$ cat config.mk
export PLATFORM = sky130hd
export DESIGN_NAME = line_centroid_steering
export DESIGN_NICKNAME = d
export VERILOG_FILES = /design/src/hdl/lcs_pkg.sv /design/src/hdl/lcs_front.sv /design/src/hdl/lcs_queue.sv /design/src/hdl/lcs_back.sv /design/src/hdl/line_centroid_steering.sv
export SDC_FILE = /design/constraint.sdc
export NUM_CORES = 2
export LEC_CHECK = 0
export ABC_AREA = 1
export ABC_CLOCK_PERIOD_IN_PS = 32700
export BUFFER_PORTS_ARGS = -buffer_cell sky130_fd_sc_hd__buf_4
export CAP_MARGIN = 30
export CORE_MARGIN = 1
export CORE_UTILIZATION = 55
export DETAILED_ROUTE_END_ITERATION = 16
export GPL_TIMING_DRIVEN = 0
export PLACE_DENSITY_LB_ADDON = 0.05
export SLEW_MARGIN = 0
export SYNTH_ARGS = -nofsm -noshare
export SYNTH_HDL_FRONTEND = slang
export SYNTH_HIERARCHICAL = 1
export SYNTH_SLANG_ARGS = --single-unit
$ cat constraint.sdc
create_clock -name clock -period 32.7 [get_ports clock]
set_input_delay 4.905 -clock clock [delete_from_list [all_inputs] [get_ports clock]]
set_output_delay 4.905 -clock clock [all_outputs]
set_load 0.01 [all_outputs]
$ cat src/hdl/lcs_pkg.sv
// Shared types and constants for the line centroid steering block.
// No dependencies.
package lcs_pkg;

   // Default row length limit
   localparam int MAX_ROW_PIXELS_DEF = 1024;

   // Three-level clip thresholds on the inverted gray level
   localparam logic [7:0] CLIP_LO   = 8'd85;
   localparam logic [7:0] CLIP_HI   = 8'd171;
   localparam logic [7:0] PIXEL_MAX = 8'd255;

   // Offset quotient bits (Q1.15) and the one-half bias
   localparam int                 OFFSET_BITS = 15;
   localparam logic signed [15:0] OFFSET_HALF = 16'sd16384;

   // Request queue depth between front and back
   localparam int QUEUE_DEPTH = 2;

   // CSR map
   localparam int         CSR_INDEX_BITS    = 2;
   localparam logic [1:0] CSR_RIGHT_TARGET  = 2'd0;
   localparam logic [1:0] CSR_LEFT_TARGET   = 2'd1;
   localparam logic [1:0] CSR_DONE_TOL      = 2'd2;
   localparam logic [1:0] CSR_STEER_TRIM    = 2'd3;

   localparam logic [30:0] DONE_TOL_RESET   = 31'd655;
   localparam logic [15:0] STEER_TRIM_RESET = 16'd1311;

   typedef struct packed {
      logic [7:0]         pixel_gray;
      logic               last_pixel;
      logic signed [31:0] right_position;
      logic signed [31:0] left_position;
      logic signed [31:0] right_speed;
      logic signed [31:0] left_speed;
   } req_type;

   typedef struct packed {
      logic               move_done;
      logic               line_found;
      logic signed [15:0] line_offset;
      logic signed [31:0] right_speed_cmd;
      logic signed [31:0] left_speed_cmd;
   } rsp_type;

   typedef struct packed {
      logic signed [31:0] right_target;
      logic signed [31:0] left_target;
      logic [30:0]        done_tolerance;
      logic [15:0]        steer_trim;
   } cfg_type;

endpackage

$ cat src/hdl/lcs_front.sv
// Front end: clips pixels and accumulates weight and moment over a row.
// Depends on lcs_pkg; pushes one row summary per last pixel.
module lcs_front #(
   parameter int MaxRowPixels = lcs_pkg::MAX_ROW_PIXELS_DEF
) (
   input  logic             clock,
   input  logic             reset,
   input  logic             req_valid,
   output logic             req_ready,
   input  lcs_pkg::req_type req_data,
   output logic             push_valid,
   input  logic             push_full,
   output logic [$clog2(MaxRowPixels+1)*4+16+127:0] push_data
);

   localparam int IW = $clog2(MaxRowPixels + 1);
   localparam int WW = IW + 8;
   localparam int MW = 2 * IW + 8;

   logic [WW-1:0] weight_ff, weight_in, weight_acc;
   logic [MW-1:0] moment_ff, moment_in, moment_acc;
   logic [IW-1:0] index_ff, index_in, index_acc;
   logic [7:0]    inv_gray;
   logic [7:0]    pix_weight;
   logic          in_range;
   logic          req_fire;

   // A last pixel needs a queue slot; other pixels always go through
   assign req_ready = !req_data.last_pixel || !push_full;
   assign req_fire  = req_valid && req_ready;

   // Invert and clip
   always_comb begin
      inv_gray = lcs_pkg::PIXEL_MAX - req_data.pixel_gray;
      if (inv_gray inside {[8'd0:lcs_pkg::CLIP_LO]}) begin
         pix_weight = 8'd0;
      end else if (inv_gray inside {[lcs_pkg::CLIP_HI:lcs_pkg::PIXEL_MAX]}) begin
         pix_weight = lcs_pkg::PIXEL_MAX;
      end else begin
         pix_weight = inv_gray;
      end
   end

   // Accumulate; pixels past the row limit are dropped
   always_comb begin
      in_range   = index_ff < IW'(MaxRowPixels);
      weight_acc = weight_ff;
      moment_acc = moment_ff;
      index_acc  = index_ff;
      if (in_range) begin
         weight_acc = weight_ff + WW'(pix_weight);
         moment_acc = moment_ff + MW'(pix_weight) * MW'(index_ff);
         index_acc  = index_ff + IW'(1);
      end
      weight_in = weight_ff;
      moment_in = moment_ff;
      index_in  = index_ff;
      if (req_fire) begin
         if (req_data.last_pixel) begin
            weight_in = '0;
            moment_in = '0;
            index_in  = '0;
         end else begin
            weight_in = weight_acc;
            moment_in = moment_acc;
            index_in  = index_acc;
         end
      end
   end

   // Row summary for the back end
   assign push_valid = req_fire && req_data.last_pixel;
   assign push_data  = {weight_acc, moment_acc, index_acc,
                        req_data.right_position, req_data.left_position,
                        req_data.right_speed, req_data.left_speed};

   always_ff @(posedge clock) begin
      if (reset) begin
         weight_ff <= '0;
         moment_ff <= '0;
         index_ff  <= '0;
      end else begin
         weight_ff <= weight_in;
         moment_ff <= moment_in;
         index_ff  <= index_in;
      end
   end

endmodule

$ cat src/hdl/lcs_queue.sv
// Short FIFO between front and back ends.
// Depends on lcs_pkg for its depth.
module lcs_queue #(
   parameter int Width = 8
) (
   input  logic             clock,
   input  logic             reset,
   input  logic             push_valid,
   output logic             push_full,
   input  logic [Width-1:0] push_data,
   output logic             pop_valid,
   input  logic             pop_ready,
   output logic [Width-1:0] pop_data
);

   localparam int Depth = lcs_pkg::QUEUE_DEPTH;
   localparam int AW    = (Depth > 1) ? $clog2(Depth) : 1;
   localparam int CW    = $clog2(Depth + 1);

   logic [Width-1:0] mem_ff [Depth];
   logic [AW-1:0]    wr_ptr_ff, wr_ptr_in;
   logic [AW-1:0]    rd_ptr_ff, rd_ptr_in;
   logic [CW-1:0]    count_ff, count_in;
   logic             do_push, do_pop;

   assign push_full = count_ff == CW'(Depth);
   assign pop_valid = count_ff != '0;
   assign pop_data  = mem_ff[rd_ptr_ff];
   assign do_push   = push_valid && !push_full;
   assign do_pop    = pop_valid && pop_ready;

   // Pointer and count update
   always_comb begin
      wr_ptr_in = wr_ptr_ff;
      rd_ptr_in = rd_ptr_ff;
      count_in  = count_ff;
      if (do_push) begin
         wr_ptr_in = (wr_ptr_ff == AW'(Depth - 1)) ? '0 : wr_ptr_ff + AW'(1);
      end
      if (do_pop) begin
         rd_ptr_in = (rd_ptr_ff == AW'(Depth - 1)) ? '0 : rd_ptr_ff + AW'(1);
      end
      if (do_push && !do_pop) begin
         count_in = count_ff + CW'(1);
      end else if (do_pop && !do_push) begin
         count_in = count_ff - CW'(1);
      end
   end

   always_ff @(posedge clock) begin
      if (reset) begin
         wr_ptr_ff <= '0;
         rd_ptr_ff <= '0;
         count_ff  <= '0;
      end else begin
         wr_ptr_ff <= wr_ptr_in;
         rd_ptr_ff <= rd_ptr_in;
         count_ff  <= count_in;
      end
   end

   // Storage
   always_ff @(posedge clock) begin
      if (do_push) begin
         mem_ff[wr_ptr_ff] <= push_data;
      end
   end

endmodule

$ cat src/hdl/lcs_back.sv
// Back end: divides out the centroid, checks completion, forms speed commands.
// Depends on lcs_pkg; holds the result register.
module lcs_back #(
   parameter int MaxRowPixels = lcs_pkg::MAX_ROW_PIXELS_DEF
) (
   input  logic             clock,
   input  logic             reset,
   input  lcs_pkg::cfg_type cfg,
   input  logic             pop_valid,
   output logic             pop_ready,
   input  logic [$clog2(MaxRowPixels+1)*4+16+127:0] pop_data,
   output logic             rsp_valid,
   input  logic             rsp_ready,
   output lcs_pkg::rsp_type rsp_data
);

   localparam int IW = $clog2(MaxRowPixels + 1);
   localparam int WW = IW + 8;
   localparam int MW = 2 * IW + 8;
   localparam int DW = WW + IW;
   localparam int SW = $clog2(lcs_pkg::OFFSET_BITS + 1);

   localparam logic [1:0] ST_IDLE = 2'd0;
   localparam logic [1:0] ST_MUL  = 2'd1;
   localparam logic [1:0] ST_DIV  = 2'd2;
   localparam logic [1:0] ST_FIN  = 2'd3;

   logic [1:0]     state_ff, state_in;
   logic [WW-1:0]  weight_ff, weight_in;
   logic [MW-1:0]  moment_ff, moment_in;
   logic [IW-1:0]  width_ff, width_in;
   logic signed [31:0] rpos_ff, rpos_in, lpos_ff, lpos_in;
   logic signed [31:0] rspd_ff, rspd_in, lspd_ff, lspd_in;
   logic [DW-1:0]  den_ff, den_in;
   logic signed [33:0] diff_ff, diff_in;
   logic signed [31:0] mean_ff, mean_in;
   logic [DW:0]    rem_ff, rem_in;
   logic [lcs_pkg::OFFSET_BITS-1:0] quot_ff, quot_in;
   logic [SW-1:0]  step_ff, step_in;
   logic           found_ff, found_in;
   logic           gt_ff, gt_in;
   logic           done_ff, done_in;
   logic           rsp_valid_ff, rsp_valid_in;
   lcs_pkg::rsp_type rsp_data_ff, rsp_data_in;

   logic signed [32:0] spd_sum;
   logic [DW:0]        rem_shift;
   logic [33:0]        diff_abs;
   logic signed [33:0] trim_ext;
   logic signed [33:0] mean_ext;
   logic signed [33:0] cmd_up, cmd_dn;
   logic signed [31:0] cmd_up_sat, cmd_dn_sat;
   logic               out_free;

   assign pop_ready = state_ff == ST_IDLE;
   assign out_free  = !rsp_valid_ff || rsp_ready;
   assign rsp_valid = rsp_valid_ff;
   assign rsp_data  = rsp_data_ff;

   // Helpers for the division step and the speed commands
   always_comb begin
      spd_sum   = 33'(rspd_ff) + 33'(lspd_ff);
      rem_shift = {rem_ff[DW-1:0], 1'b0};
      diff_abs  = diff_ff[33] ? 34'(-diff_ff) : 34'(diff_ff);
      trim_ext  = 34'(signed'({1'b0, cfg.steer_trim}));
      mean_ext  = 34'(mean_ff);
      cmd_up    = mean_ext + trim_ext;
      cmd_dn    = mean_ext - trim_ext;
      cmd_up_sat = (cmd_up > 34'sh0_7FFF_FFFF) ? 32'sh7FFF_FFFF : cmd_up[31:0];
      cmd_dn_sat = (cmd_dn < -34'sh0_8000_0000) ? 32'sh8000_0000 : cmd_dn[31:0];
   end

   // Sequencer: load, multiply, divide bit by bit, finish
   always_comb begin
      state_in     = state_ff;
      weight_in    = weight_ff;
      moment_in    = moment_ff;
      width_in     = width_ff;
      rpos_in      = rpos_ff;
      lpos_in      = lpos_ff;
      rspd_in      = rspd_ff;
      lspd_in      = lspd_ff;
      den_in       = den_ff;
      diff_in      = diff_ff;
      mean_in      = mean_ff;
      rem_in       = rem_ff;
      quot_in      = quot_ff;
      step_in      = step_ff;
      found_in     = found_ff;
      gt_in        = gt_ff;
      done_in      = done_ff;
      rsp_valid_in = rsp_valid_ff && !rsp_ready;
      rsp_data_in  = rsp_data_ff;
      case (state_ff)
         ST_IDLE: begin
            if (pop_valid) begin
               {weight_in, moment_in, width_in, rpos_in, lpos_in, rspd_in, lspd_in} =
                  pop_data;
               state_in = ST_MUL;
            end
         end
         ST_MUL: begin
            den_in   = DW'(weight_ff) * DW'(width_ff);
            diff_in  = (34'(cfg.right_target) - 34'(rpos_ff))
                     + (34'(cfg.left_target) - 34'(lpos_ff));
            // halve toward zero
            mean_in  = 32'((spd_sum + 33'(signed'({1'b0, spd_sum[32]}))) >>> 1);
            found_in = (moment_ff != '0) && (weight_ff != '0) && (width_ff != '0);
            rem_in   = (DW + 1)'(moment_ff);
            quot_in  = '0;
            step_in  = '0;
            state_in = ST_DIV;
         end
         ST_DIV: begin
            if (step_ff == '0) begin
               gt_in   = {1'b0, moment_ff, 1'b0} > (MW + 2)'(den_ff);
               done_in = diff_abs < {2'b00, cfg.done_tolerance, 1'b0};
            end
            if (rem_shift >= {1'b0, den_ff}) begin
               rem_in  = rem_shift - {1'b0, den_ff};
               quot_in = {quot_ff[lcs_pkg::OFFSET_BITS-2:0], 1'b1};
            end else begin
               rem_in  = rem_shift;
               quot_in = {quot_ff[lcs_pkg::OFFSET_BITS-2:0], 1'b0};
            end
            step_in = step_ff + SW'(1);
            if (step_ff == SW'(lcs_pkg::OFFSET_BITS - 1)) begin
               state_in = ST_FIN;
            end
         end
         ST_FIN: begin
            if (out_free) begin
               rsp_valid_in          = 1'b1;
               rsp_data_in.move_done = done_ff;
               if (done_ff) begin
                  rsp_data_in.line_found      = 1'b0;
                  rsp_data_in.line_offset     = '0;
                  rsp_data_in.right_speed_cmd = '0;
                  rsp_data_in.left_speed_cmd  = '0;
               end else if (!found_ff) begin
                  rsp_data_in.line_found      = 1'b0;
                  rsp_data_in.line_offset     = '0;
                  rsp_data_in.right_speed_cmd = mean_ff;
                  rsp_data_in.left_speed_cmd  = mean_ff;
               end else begin
                  rsp_data_in.line_found  = 1'b1;
                  rsp_data_in.line_offset = signed'({1'b0, quot_ff}) - lcs_pkg::OFFSET_HALF;
                  // line right of center: slow the right wheel
                  if (gt_ff) begin
                     rsp_data_in.right_speed_cmd = cmd_dn_sat;
                     rsp_data_in.left_speed_cmd  = cmd_up_sat;
                  end else begin
                     rsp_data_in.right_speed_cmd = cmd_up_sat;
                     rsp_data_in.left_speed_cmd  = cmd_dn_sat;
                  end
               end
               state_in = ST_IDLE;
            end
         end
         default: begin
            state_in = ST_IDLE;
         end
      endcase
   end

   always_ff @(posedge clock) begin
      if (reset) begin
         state_ff     <= ST_IDLE;
         rsp_valid_ff <= 1'b0;
      end else begin
         state_ff     <= state_in;
         rsp_valid_ff <= rsp_valid_in;
      end
   end

   // Datapath registers
   always_ff @(posedge clock) begin
      weight_ff   <= weight_in;
      moment_ff   <= moment_in;
      width_ff    <= width_in;
      rpos_ff     <= rpos_in;
      lpos_ff     <= lpos_in;
      rspd_ff     <= rspd_in;
      lspd_ff     <= lspd_in;
      den_ff      <= den_in;
      diff_ff     <= diff_in;
      mean_ff     <= mean_in;
      rem_ff      <= rem_in;
      quot_ff     <= quot_in;
      step_ff     <= step_in;
      found_ff    <= found_in;
      gt_ff       <= gt_in;
      done_ff     <= done_in;
      rsp_data_ff <= rsp_data_in;
   end

endmodule

$ cat src/hdl/line_centroid_steering.sv
// From the last pixel to result valid: load, multiply, 15-step restoring divide, finish,
// plus any wait for rsp_ready or an earlier row. One pixel per cycle while the queue has
// room for a last pixel; the back end takes a new row summary only once the bit-serial
// divider has finished the last. A 2-entry queue holds row summaries between the two ends.
// Reset (synchronous, active high) clears accumulators, queue, sequencer, the
// result valid flag and returns the CSRs to their default values.
module line_centroid_steering #(
   parameter int MaxRowPixels = lcs_pkg::MAX_ROW_PIXELS_DEF
) (
   input  logic             clock,
   input  logic             reset,
   input  logic             req_valid,
   output logic             req_ready,
   input  lcs_pkg::req_type req_data,
   output logic             rsp_valid,
   input  logic             rsp_ready,
   output lcs_pkg::rsp_type rsp_data,
   input  logic             csr_we,
   input  logic [lcs_pkg::CSR_INDEX_BITS-1:0] csr_index,
   input  logic [31:0]      csr_wdata
);

   localparam int EW = $clog2(MaxRowPixels + 1) * 4 + 16 + 128;

   lcs_pkg::cfg_type cfg_ff, cfg_in;
   logic             push_valid, push_full;
   logic [EW-1:0]    push_data;
   logic             pop_valid, pop_ready;
   logic [EW-1:0]    pop_data;

   // CSR writes
   always_comb begin
      cfg_in = cfg_ff;
      if (csr_we) begin
         case (csr_index)
            lcs_pkg::CSR_RIGHT_TARGET: cfg_in.right_target   = signed'(csr_wdata);
            lcs_pkg::CSR_LEFT_TARGET:  cfg_in.left_target    = signed'(csr_wdata);
            lcs_pkg::CSR_DONE_TOL:     cfg_in.done_tolerance = csr_wdata[30:0];
            lcs_pkg::CSR_STEER_TRIM:   cfg_in.steer_trim     = csr_wdata[15:0];
            default: begin
               cfg_in = cfg_ff;
            end
         endcase
      end
   end

   always_ff @(posedge clock) begin
      if (reset) begin
         cfg_ff.right_target   <= '0;
         cfg_ff.left_target    <= '0;
         cfg_ff.done_tolerance <= lcs_pkg::DONE_TOL_RESET;
         cfg_ff.steer_trim     <= lcs_pkg::STEER_TRIM_RESET;
      end else begin
         cfg_ff <= cfg_in;
      end
   end

   lcs_front #(.MaxRowPixels(MaxRowPixels)) u_front (
      .clock      (clock),
      .reset      (reset),
      .req_valid  (req_valid),
      .req_ready  (req_ready),
      .req_data   (req_data),
      .push_valid (push_valid),
      .push_full  (push_full),
      .push_data  (push_data)
   );

   lcs_queue #(.Width(EW)) u_queue (
      .clock      (clock),
      .reset      (reset),
      .push_valid (push_valid),
      .push_full  (push_full),
      .push_data  (push_data),
      .pop_valid  (pop_valid),
      .pop_ready  (pop_ready),
      .pop_data   (pop_data)
   );

   lcs_back #(.MaxRowPixels(MaxRowPixels)) u_back (
      .clock     (clock),
      .reset     (reset),
      .cfg       (cfg_ff),
      .pop_valid (pop_valid),
      .pop_ready (pop_ready),
      .pop_data  (pop_data),
      .rsp_valid (rsp_valid),
      .rsp_ready (rsp_ready),
      .rsp_data  (rsp_data)
   );

endmodule

; ---- Word-level counts from Yosys, hierarchy flattened
; Memory sizes are Yosys's and may differ from the RTL's. A register that Yosys moved wholly into a read port is not among the register bits.
; Cells that the tools add are included.
[word_totals]
elab_cells = 137
mem_bits_ro = 0
latch_bits = 0
n_memories = 1
ram_bits = 376
register_bits = 408
[classes]
multipliers = 2
reduce_logical = 37
order_cmp = 10
div = 0
shifts = 0
bitwise_logic = 1
n_eq_ne = 11
mux = 30
add_sub_neg = 19
[mem_list]
columns = name, depth, word_bits, read_ports, rd_clocked_by_memory_dff, wr, line_no
row1 = u_queue.mem_ff, 2, 188, 1, 1, 1, lcs_queue.sv:20  ; logic [Width-1:0] mem_ff [Depth];
[op_table]
columns = operator, n
row1 = $mux 30, 3
row2 = $mux 81, 1
row3 = $sub 32x32->33, 2
row4 = $mux 32, 2
row5 = $mux 64, 1
row6 = $pmux 30 s2, 1
row7 = $mux 19, 2
row8 = $add 34x34->34, 1
row9 = $gt 34x32->1 const B, 1
row10 = $lt 34x32->1, 1
row11 = $lt 34x32->1 const B, 1
row12 = $mux 34, 1
row13 = $neg 34->34, 1
row14 = $add 32x17->33, 1
row15 = $add 32x32->33, 1
row16 = $add 33x2->33, 1
row17 = $sub 32x17->33, 1
row18 = $ge 31x30->1, 1
row19 = $gt 31x30->1, 1
row20 = $add 30x19->30, 1
row21 = $mul 19x11->30, 1
row22 = $pmux 15 s2, 1
row23 = $reduce_bool 30->1, 1
row24 = $sub 30x30->30, 1
row25 = other kinds (36), 81

; ---- Depth between registers and ports, before layout
[logic_depth]
word_depth = 10
mapped_depth = 30
mapped_depth_nobuf = 29

; ---- Cells and area by module
; The synthesis kept the hierarchy.
[by_module_without_submodules]
columns = mod, n_inst, cells_each, area_each_um2, seq_area_each_um2
row1 = lcs_back, 1, 4167, 35223.8, 12582.1
row2 = lcs_queue, 1, 622, 14226.1, 11390.9
row3 = lcs_front, 1, 1294, 8520.7, 1201.2
row4 = line_centroid_steering, 1, 689, 4543.1, 2222.1

; ---- Worst setup path before layout
; No wires, ideal clock.
[synth_path]
kind = in2reg
start = in req_data[128] (netlist name)
end = mem u_queue/mem_ff[0][0] (netlist name) (enable)
n_path_buf = 0
path_stages = 7
arrival_time_ns = 13.281
setup_slack_ns = 18.679
cell_sequence = nand2_1 -> nand2_1 -> inv_1 -> nand2_1 -> inv_1 -> o21ai_0 -> nor2_1
[synth_between]
elab_chain_len = 7
[synth_lines]
columns = item, line_no
row1 = from (decl), line_centroid_steering.sv:14  ; input lcs_pkg::req_type req_data,
row2 = $logic_not 1->1, lcs_front.sv:29  ; assign req_ready = !req_data.last_pixel || !push_full;
row3 = $logic_or 1x1->1, lcs_front.sv:29
row4 = $logic_and 1x1->1, lcs_front.sv:30  ; assign req_fire = req_valid && req_ready;
row5 = $logic_and 1x1->1 (*), lcs_front.sv:72  ; assign push_valid = req_fire && req_data.last_pixel;
row6 = via push_valid, line_centroid_steering.sv:26  ; logic push_valid, push_full;
row7 = $logic_and 1x1->1 (*), lcs_queue.sv:29  ; assign do_push = push_valid && !push_full;
row8 = $mux 1 (*), lcs_queue.sv:64  ; if (do_push) begin
row9 = $mux 1 (implied by the code) (*), lcs_queue.sv:65  ; mem_ff[wr_ptr_ff] <= push_data;
row10 = to (decl), lcs_queue.sv:20
; The timed path passes the listed nets; every way through them passes the cells marked *.

; ---- Worst setup path in the final report
[layout_path]
start = in req_data[128] (netlist name)
end = out req_ready
[layout_between]
elab_chain_len = 2
[layout_lines]
columns = item, line_no
row1 = $logic_not 1->1, lcs_front.sv:29
row2 = $logic_or 1x1->1, lcs_front.sv:29
row3 = to (decl), line_centroid_steering.sv:13  ; output logic req_ready,
; Every way passes these cells.

==> summary.txt <==
Post-Syn Instances: 6772
Setup CP Type: in -> out
Fin. max-slew vios: 0
Worst-path fanout max: 3
Core Footprint: 113000 sq um
DRT Pass-1 Iters: 7
Max clock buf depth: 3
Top Ports: 260
Met1 Resource Use GR: 41.7%
H-tree depth: 3
Area leader, netlist: edfxtp_1
Busiest layer in global routing: met2
Period utilization: 31.0%
Worst Path Arrival: 5.23 ns
Max-Cap Viols: 0
Class of the worst hold path: reg -> reg
Setup crit start kind: input port
Via/cell ratio: 5.33
DRC: 0
Die width: 339 microns
Clock Tree Root: clkbuf_16
Post-synth top area share: 38.1%
Pin count of the biggest net entering global routing: 108
Max Fclk: 98.7 MHz
Initial drt markers: 3304
IO buf count: 128
GRT Total Usage: 29.3%
First-pass GRT wire length: 259000 microns
Clk Latency, worst-skew pair: 0.75 ns
CTS Buf Count: 103
Vias in the first global route: 45600
CTS resizes: 0
Routing usage on met2: 46.9%
Area Overhead vs Synth: 10.9%
Clock slew at reported path FFs: 0.06 ns
Top cells by area, synth: edfxtp_1 38%, fa_1 9.4%, nand2_1 9.0%
Hold_buf cts: 0
Post-Syn Nets: 7559
TNS Setup: 0 ns
Routed WL per cell: 19.5 microns
Yosys warning count: 6
Initial Utilization: 55.5%
Synth Register Bits: 972
Worst Setup End Kind: output port
Die area: 115000 sq um
Setup violators final: 0
Remaining global-route overflow: 0
Share of layout cells above drive strength 1: 11.1%
Worst rel slew slack: 41.1%
Via count of the routed design: 46000
RSZ-0062 raised after global routing: no
Fin. Hold Viols: 0
Gpl congestion: 0.966
Yosys cell types: 66
Sequential cell area: 27400 sq um
Final min period: 10.13 ns
Hpwl dp: 134000 microns
Filler cell count in the final layout: 9707
Status: complete, no violations
CTS sink count: 972
Final Net Count: 7813
Slew @ Worst Pin: 0.884 ns
Multi-input gate area: 28800 sq um
Part of the Yosys area used for sequential elements: 43.8%
Syn avg cell area: 9.23 sq um
Layout Skew: 0.0743 ns
CTS tree: done
Req. time, crit path: 27.79 ns
Die Ht: 339 microns
Post-CTS Repair Setup Buffers: 0
Synthesized area: 62500 sq um
Met3 Usage GRT: 4.09%
Row cnt: 123
Final wirelength: 168000 microns
Initial antenna violation count: 22
Antenna Violating Nets Remaining: 0
==> worst paths after layout <==
check / from / end / slack, ns / depth (start not counted)
min reg2reg: cfg_ff[18] / cfg_ff[18] / 0.47 / 2
max: req_data[128] / req_ready / 22.57 / 3
min: cfg_ff[18] / cfg_ff[18] / 0.47 / 2
max reg2reg: u_back/width_ff[6] / u_back/den_ff[25] / 25.97 / 20
==> registers in the layout (all words and copies together) (netlist names), 30 cells and up, named ones only <==
name,flops
u_back/mean_ff,32
u_back/lpos_ff,32
u_back/rspd_ff,32
u_back/den_ff,30
u_back/rpos_ff,32
u_front/moment_ff,30
u_back/rsp_data,81
u_back/rem_ff,30
u_back/moment_ff,30
cfg_ff,111
u_back/lspd_ff,32
u_queue/mem_ff,376
u_back/diff_ff,34
==> cells in the final DEF (no fill, tap or decap), types with 17 or more instances in the layout <==
cell / count
a21oi_1: 422
buf_1: 17
buf_2: 53
buf_4: 266
buf_6: 23
clkbuf_1: 127
clkbuf_16: 103
clkinv_2: 24
dfxtp_1: 179
edfxtp_1: 793
fa_1: 293
ha_1: 316
inv_1: 1138
mux2_2: 87
mux2_4: 101
nand2_1: 1492
nand3_1: 326
nand4_1: 64
nor2_1: 546
nor3_1: 60
nor4_1: 31
o211ai_1: 21
o21ai_0: 160
o21bai_1: 17
xnor2_1: 50
xor2_1: 147
==> through the flow <==
stage	hold WS, ns	util [%]	cell area, sq um	worst slack (ns)	cells
floorplan	0.429	-	62500	18.68	6772
global placement	0.443	58.0	65400	13.47	8400
detailed placement	0.449	58.4	65800	21.99	8419
CTS	0.465	61.5	69300	22.56	8615
global route	0.482	61.6	69300	22.18	8623
finish	0.465	61.6	69300	22.57	8625
==> Yosys cell counts, drive strengths merged <==
cell type,instances
nand2,1500
inv,1152
edfxtp,793
nor2,555
a21oi,435
nand3,330
ha,318
fa,293
buf,228
mux2,188
dfxtp,179
o21ai,166
xor2,148
clkbuf,115
nand4,65
nor3,63
xnor2,50
nor4,32
o211ai,21
o21bai,17
nand3b,16
or2,16
a21o,11
a31oi,11
o21a,10
a22oi,9
a221oi,8
o221ai,8
and2,7
a21boi,6
a211oi,4
o22ai,3
o31ai,3
a311oi,2
o2111ai,2
a32oi,1
a41oi,1
clkinv,1
nand2b,1
nor3b,1
nor4b,1
o211a,1
o311a,1
==> final cells by class <==
cell class,instances,area share [%]
Antenna cell,8,0.0289
Buffer,343,2.94
Clock buffer,119,3.85
Clock inverter,77,1.26
Inverter,1153,6.25
Multi-Input combinational cell,4304,41.5
Sequential cell,972,39.5
Tap cell,1500,2.71
Timing Repair Buffer,149,1.94
==> worst max-delay path: stages <==
cell and delay, ns:
buf_4 0.10, nand2_1 0.06, buf_4 0.16
==> layer usage <==
metal	wire, microns	up-vias
met5	97	-
met4	4170	14
met3	11600	237
met2	76500	1491
met1	75700	22000
li1	-	22300
==> cell families after synthesis <==
group,Yosys count,synth area share (%)
and+or+nand+nor,2587,17.1
buffers and inverters,1496,10.2
DFF,972,43.8
AOI/OAI and AO/OA,720,6.37
adders and majority gates,611,15.7
xor gates and xnor gates,198,2.79
muxes,188,3.99
Power is left out: the tool's default activity adds up to more than one toggle a clock period on the data nets, which glitch-free logic cannot reach.
